<file path="config.mk">
export PLATFORM = sky130hd
export DESIGN_NAME = nlt_div
export DESIGN_NICKNAME = d
export VERILOG_FILES = /design/src/sv/nlt_div.sv
export SDC_FILE = /design/constraint.sdc
export NUM_CORES = 1
export LEC_CHECK = 0
export BUFFER_PORTS_ARGS = -buffer_cell sky130_fd_sc_hd__buf_4
export CAP_MARGIN = 20
export CORE_MARGIN = 10
export CORE_UTILIZATION = 25
export DETAILED_ROUTE_END_ITERATION = 10
export PLACE_DENSITY = 0.46
export SYNTH_ARGS = -nofsm -noshare
export SYNTH_HDL_FRONTEND = slang
export SYNTH_SLANG_ARGS = --single-unit
</file>
<file path="constraint.sdc">
create_clock -name clk -period 3 [get_ports clk]
set_input_delay 0 -clock clk [delete_from_list [all_inputs] [get_ports clk]]
set_output_delay 0 -clock clk [all_outputs]
set_load 0.02 [all_outputs]
</file>
<file path="src/sv/nlt_div.sv">
// nlt_div: iterative restoring divider, one quotient bit per cycle
// depends on nothing but its ports
`default_nettype none
module nlt_div #(
	parameter int NW = 14,
	parameter int DW = 7
) (
	input  wire logic          clk,
	input  wire logic          arst_n,
	input  wire logic          start,
	input  wire logic [NW-1:0] num,
	input  wire logic [DW-1:0] den,
	output logic               done,
	output logic [NW-1:0]      quo
);
	localparam int CW = $clog2(NW + 1);
	logic [NW-1:0] q_q;
	logic [DW:0]   r_q;
	logic [DW-1:0] d_q;
	logic [CW-1:0] cnt_q;
	logic          busy_q;
	logic [DW:0]   trial;

	assign trial = {r_q[DW-1:0], q_q[NW-1]};

	always_ff @(posedge clk or negedge arst_n) begin
		if (!arst_n) begin
			busy_q <= 1'b0;
			cnt_q  <= '0;
			done   <= 1'b0;
		end else begin
			done <= 1'b0;
			if (start) begin
				busy_q <= 1'b1;
				cnt_q  <= CW'(NW);
			end else if (busy_q) begin
				cnt_q <= cnt_q - 1'b1;
				if (cnt_q == CW'(1)) begin
					busy_q <= 1'b0;
					done   <= 1'b1;
				end
			end
		end
	end

	always_ff @(posedge clk) begin
		if (start) begin
			q_q <= num;
			r_q <= '0;
			d_q <= den;
		end else if (busy_q) begin
			if (trial >= {1'b0, d_q}) begin
				r_q <= trial - {1'b0, d_q};
				q_q <= {q_q[NW-2:0], 1'b1};
			end else begin
				r_q <= trial;
				q_q <= {q_q[NW-2:0], 1'b0};
			end
		end
	end

	assign quo = q_q;
endmodule
`default_nettype wire

</file>
==> metrics.txt, run 1 <==
average routed wire per standard cell 13.6 µm; Comb power frac 42.1%; Synth Area per Inst 11.3 µm²; metal3 WL 103 µm; top_reg_cell synth edfxtp_1; register share of total power 38.1%; clock tree from TritonCTS yes; area grow syn2layout 27.0%; Post-synth EDFFs 21; layout cells sized above 1 31.8%; HPWL after DPL 3.16 mm; DP Area 2280 µm²; Post-DRT Antenna Nets 0; 1st-iter DRT viols 64; first drt pass iteration count 4; Worst-Skew Late Latency 0.29 ns; # clock sinks 34; Clock Path Buffers 2; Layout Skew 0.00500 ns; pwr dens 698 nW/µm²; Rel. slew slack 68.8%; fin crit share 76.5%; critical path arrival 2.50 ns; post-route design area 2450 µm²; total routed wirelength 4.25 mm; clock power share 19.8%; CTS Buf Count 5; Die Area 11600 µm²; core region area 7370 µm²; DRT met1 WL 1.92 mm; antenna violations before repair 0; Worst Setup End Kind register; total number of vias 1376; HP Class input port to register; crit-path leading delay family compound AO/OA/AOI/OAI gates; diodes inserted 0; first-pass GRT wire length 6.98 mm; grt ovf 0; Nets 247; # Post-CTS Setup Buffers 0; final hold slack 0.00805 ns; worst path required time 3.21 ns; max frequency 436 MHz; ys async rst share 17.6%; largest fanout on the critical path 9; CP Launch Type register; syn nets 204; CTS Hold Bufs 8; Ports 39; Syn Inst Count 170; max-cap viol count 0; status finished, final reports clean; port bufs 38; Cell Int Power 1.08 mW; vias in the first global route 1359; maximum vdd drop 0.242 mV; starting density of the core 26.1%; filler instances 795; Placer Congestion 0.759; Row Count 31; Reg2Reg Depth 7; Critical Path, Cell by Cell inv_1 -> ha_1 -> fa_1 -> nand2b_1 -> a211o_1 -> and3_1 -> a311oi_2; met2 WL 2.14 mm; Seq/Total Area, Yosys 47.8%; dominant cells by area after synthesis edfxtp_1 33%, dfrtp_1 7.8%, mux2_2 7.6%, dfxtp_1 7.3%, ha_1 5.8%; die width 108 µm; Switching Fraction 36.5%; RSZ-0062 raised after global routing false; final setup fails 0; WP depth 7; DRC violations left 0; Slew Limit Fails 0; net switching power 0.624 mW; H-tree depth 2; all-layer global routing usage 7.44%; final hold vios 0; CTS Root Cell clkbuf_8; Synth warnings 0; Critical path buffers and inverters 1; post-synth top area share 32.7%; Top Layer Used met4; CP Class register to register; largest net degree at the start of global routing 42; max incr delay on CP 0.40 ns; TNS Setup 0 ns; die height 108 µm; min cycle time layout 2.29 ns; Synth Register Bits 34; mapped cell area 1930 µm²; Tightest Pin Transition 0.468 ns; DR vias/cell 4.40; Unique masters post-synth 47; Crit-path slowest cell fa_1; Synth area leader edfxtp_1; Static Leak 1.02 nW; CTS resizes 0; worst hold path stage count 2; clock-pin transition on the worst setup and hold timing paths 0.07 ns
cell type report:
type	count	area, µm²	area share, %
flip-flops and latches	34	921	37.6
multi-input cells	112	895	36.6
repair buffers	47	373	15.2
well taps	99	124	5.06
clock buffers	5	68.8	2.81
inverters	13	48.8	1.99
clock inverters	3	16.3	0.665
power by group through the flow:
stage	Sequential [mW]	Combinational [mW]	Clock [mW]
finish	0.650	0.719	0.339
detailed placement	0.663	0.711	0
CTS	0.652	0.724	0.353
global placement	0.662	0.718	0
floorplan	0.677	0.540	0
global route	0.666	0.795	0.373
stage by stage:
step | worst slack, ns | utilization, % | cells | total power, mW
after floorplan | 0.696 | - | 170 | 1.22
after global placement | 0.755 | 31.0 | 297 | 1.38
after detailed placement | 0.719 | 31.0 | 297 | 1.37
after CTS | 0.693 | 33.2 | 313 | 1.73
after global routing | 0.571 | 33.2 | 313 | 1.83
final | 0.705 | 33.2 | 313 | 1.71
path summary, 6_finish.rpt:
check                               startpoint              endpoint  slack (ns)
hold reg to reg            r_q[1]$_SDFFE_PP0P_   r_q[2]$_SDFFE_PP0P_        0.53
setup reg to reg             quo[13]$_DFFE_PP_   r_q[2]$_SDFFE_PP0P_        0.71
max in group asynchronous               arst_n  cnt_q[3]$_DFFE_PN0P_        2.82
min in group asynchronous               arst_n        done$_DFF_PN0_        0.06
hold / removal                          num[6]      quo[6]$_DFFE_PP_       0.008
setup / recovery             quo[13]$_DFFE_PP_   r_q[2]$_SDFFE_PP0P_        0.71
sequential cells by signal, summed over array words and instances (netlist names):
signal and flops:
busy_q 1, cnt_q 4, d_q 7, done 1, quo 14, r_q 7
layer usage:
metal | GRT usage [%] | vias up
met5 | 0 | -
met4 | 3.44 | 0
met3 | 1.74 | 7
met2 | 11.6 | 15
met1 | 9.47 | 648
li1 | - | 706
worst reg2reg max path, delay by kind of cell, from the launching register on:
kind | cells | cell delay [ns]
buffers and inverters | 1 | 0.07
and+or+nand+nor | 2 | 0.51
adders and majority gates | 2 | 0.62
AOI/OAI and AO/OA | 2 | 0.65
DFF | 1 | 0.36
cells in the mapped netlist, types with 3 or more instances:
| master | number |
|---|---|
| nor3b_1 | 6 |
| mux2_2 | 13 |
| or2_2 | 3 |
| xnor2_1 | 4 |
| clkbuf_1 | 7 |
| o21ai_0 | 4 |
| o21bai_1 | 3 |
| edfxtp_1 | 21 |
| ha_1 | 9 |
| nand2b_1 | 5 |
| nor2_1 | 12 |
| a41oi_1 | 4 |
| dfrtp_1 | 6 |
| nand2_1 | 8 |
| dfxtp_1 | 7 |
| nor2b_1 | 5 |
| inv_1 | 13 |
cell usage in the layout (no fill, tap or decap), types with 2 or more instances in the layout:
cell type and instances:
buf_4 39, edfxtp_1 21, inv_1 13, mux2_2 13, nor2_1 12, ha_1 9, nand2_1 8, dlygate4sd3_1 8
dfxtp_1 7, nor3b_1 6, dfrtp_1 6, nand2b_1 5, nor2b_1 5, clkbuf_8 5, o21ai_0 4, a41oi_1 4
xnor2_1 4, or2_2 3, o21bai_1 3, a21o_1 2, nand4_1 2, and3_1 2, o21a_1 2, o21ai_1 2
a21oi_1 2, o31ai_2 2, a31oi_1 2, a311oi_2 2
kinds of logic (layout without fill, tap and decap cells):
| group | Yosys count | in the layout | share of synthesized area, % |
|---|---|---|---|
| XOR/XNOR | 4 | 4 | 1.82 |
| buffers and inverters | 24 | 68 | 5.72 |
| adder cells (fa/ha/maj) | 10 | 10 | 6.89 |
| multiplexers | 14 | 14 | 8.12 |
| AO/OA/AOI/OAI | 36 | 36 | 16.0 |
| flip-flops | 34 | 34 | 47.8 |
| AND/OR/NAND/NOR | 48 | 48 | 13.6 |
(Power assumes the default switching activity.)
==> run 2, diff against run 1 <==
clock period = 2.4 ns   (was 3 ns; I/O delays follow)
==> metrics.txt, run 2 (same netlist as run 1, synthesis figures left out) <==
Ports 39; Nets 251; CTS Hold Bufs 10; area grow syn2layout 30.0%; crit-path leading delay family adder cells; commonest non-fill, non-tap cell in the layout buf_4; largest net degree at the start of global routing 42; die width 108 µm; DRC violations left 0; max incr delay on CP 0.40 ns; vias in the first global route 1438; Placer Congestion 0.736; final hold slack 0.00952 ns; total routed wirelength 4.41 mm; antenna violations before repair 0; port bufs 38; status finished, final reports clean; Comb power frac 40.9%; diodes inserted 0; max-cap viol count 0; HP Class input port to register; final setup fails 0; total number of vias 1395; Row Count 31; H-tree depth 2; starting density of the core 26.1%; Static Leak 1.04 nW; all-layer global routing usage 7.89%; Slew Limit Fails 0; # clock sinks 34; DR vias/cell 4.40; worst path required time 2.60 ns; Largest register FFs 14; Worst Setup End Kind register; core region area 7370 µm²; Rel. slew slack 68.2%; filler instances 787; RSZ-0062 raised after global routing false; clock power share 23.2%; maximum vdd drop 0.391 mV; commonest cells after routing, fill and taps aside 41 x buf_4, 21 x edfxtp_1, 13 x inv_1, 13 x mux2_2, 12 x nor2_1; grt ovf 0; fin crit share 88.6%; HPWL after DPL 3.28 mm; first-pass GRT wire length 7.33 mm; CP Launch Type register; layout cells sized above 1 31.7%; CP Class register to register; register share of total power 35.9%; die height 108 µm; clock-pin transition on the worst setup and hold timing paths 0.08 ns; Critical Path, Cell by Cell inv_1 -> ha_1 -> fa_1 -> nand2b_1 -> a211o_1 -> and3_1 -> a311oi_2; net switching power 0.781 mW; # Post-CTS Setup Buffers 0; Die Area 11600 µm²; Worst-Skew Late Latency 0.29 ns; Cell Int Power 1.48 mW; 1st-iter DRT viols 87; min cycle time layout 2.13 ns; final hold vios 0; average routed wire per standard cell 13.9 µm; CTS Buf Count 5; final total power 2.27 mW; max frequency 471 MHz; critical path arrival 2.32 ns; Switching Fraction 34.5%; clock tree from TritonCTS yes; Layout Skew 0.0101 ns; Crit-path slowest cell fa_1; CTS resizes 0; largest fanout on the critical path 6; CTS Root Cell clkbuf_8; first drt pass iteration count 4; Clock Path Buffers 2; Tightest Pin Transition 0.477 ns; TNS Setup 0 ns; pwr dens 905 nW/µm²; Post-DRT Antenna Nets 0; Critical path buffers and inverters 1
[run 2: cell count changes in the layout (fill, tap and decap cells not counted)]
cell | before | now
buf_4 | 39 | 41
dlygate4sd3_1 | 8 | 10
bufinv_16 | 0 | 1
clkbuf_1 | 0 | 1
clkinv_2 | 1 | 0
clkinvlp_4 | 1 | 0
[run 2: final timing paths]
| path | slack, ns | start | end | cells past startpoint |
|---|---|---|---|---|
| hold / removal | 0.01 | num[8] | quo[8]$_DFFE_PP_ | 2 |
| setup reg to reg | 0.27 | quo[13]$_DFFE_PP_ | r_q[2]$_SDFFE_PP0P_ | 7 |
| setup / recovery | 0.27 | quo[13]$_DFFE_PP_ | r_q[2]$_SDFFE_PP0P_ | 7 |
| min in group asynchronous | 0.06 | arst_n | cnt_q[3]$_DFFE_PN0P_ | 2 |
| max in group asynchronous | 2.22 | arst_n | busy_q$_DFF_PN0_ | 2 |
| hold reg to reg | 0.53 | r_q[1]$_SDFFE_PP0P_ | r_q[2]$_SDFFE_PP0P_ | 2 |
[run 2: stage by stage]
step           utilization (%)  setup WS (ns)  instances  area (µm²)
2_1_floorplan                -         0.0955        170        1930
3_3_place_gp              31.2          0.291        299        2300
3_5_place_dp              31.2          0.281        299        2300
4_1_cts                   34.0          0.257        317        2500
5_1_grt                   34.0          0.131        317        2500
6_report                  34.0          0.275        317        2500
[run 2: area by class of cell]
| cell class | instances | area [µm²] | area share [%] |
|---|---|---|---|
| timing repair buffer | 51 | 408 | 16.3 |
| inverter | 13 | 48.8 | 1.95 |
| tap | 99 | 124 | 4.95 |
| clock buffer | 6 | 72.6 | 2.90 |
| multi-input combinational | 112 | 895 | 35.8 |
| clock inverter | 2 | 33.8 | 1.35 |
| sequential | 34 | 921 | 36.8 |
[run 2: per-layer routing]
layer	vias up	global-route usage, %	part of all wire, %
met1	661	9.71	45
met3	2	2.04	2.7
met4	0	2.86	0.91
li1	711	-	-
met2	21	12.9	51
met5	-	0	0
[run 2: power by group through the flow]
| stage | Clock (mW) | Sequential [mW] | Combinational [mW] |
|---|---|---|---|
| 6_report | 0.525 | 0.814 | 0.926 |
| 4_1_cts | 0.548 | 0.816 | 0.939 |
| 3_3_place_gp | 0 | 0.828 | 0.927 |
| 3_5_place_dp | 0 | 0.829 | 0.923 |
| 2_1_floorplan | 0 | 0.846 | 0.675 |
| 5_1_grt | 0.572 | 0.828 | 1.05 |
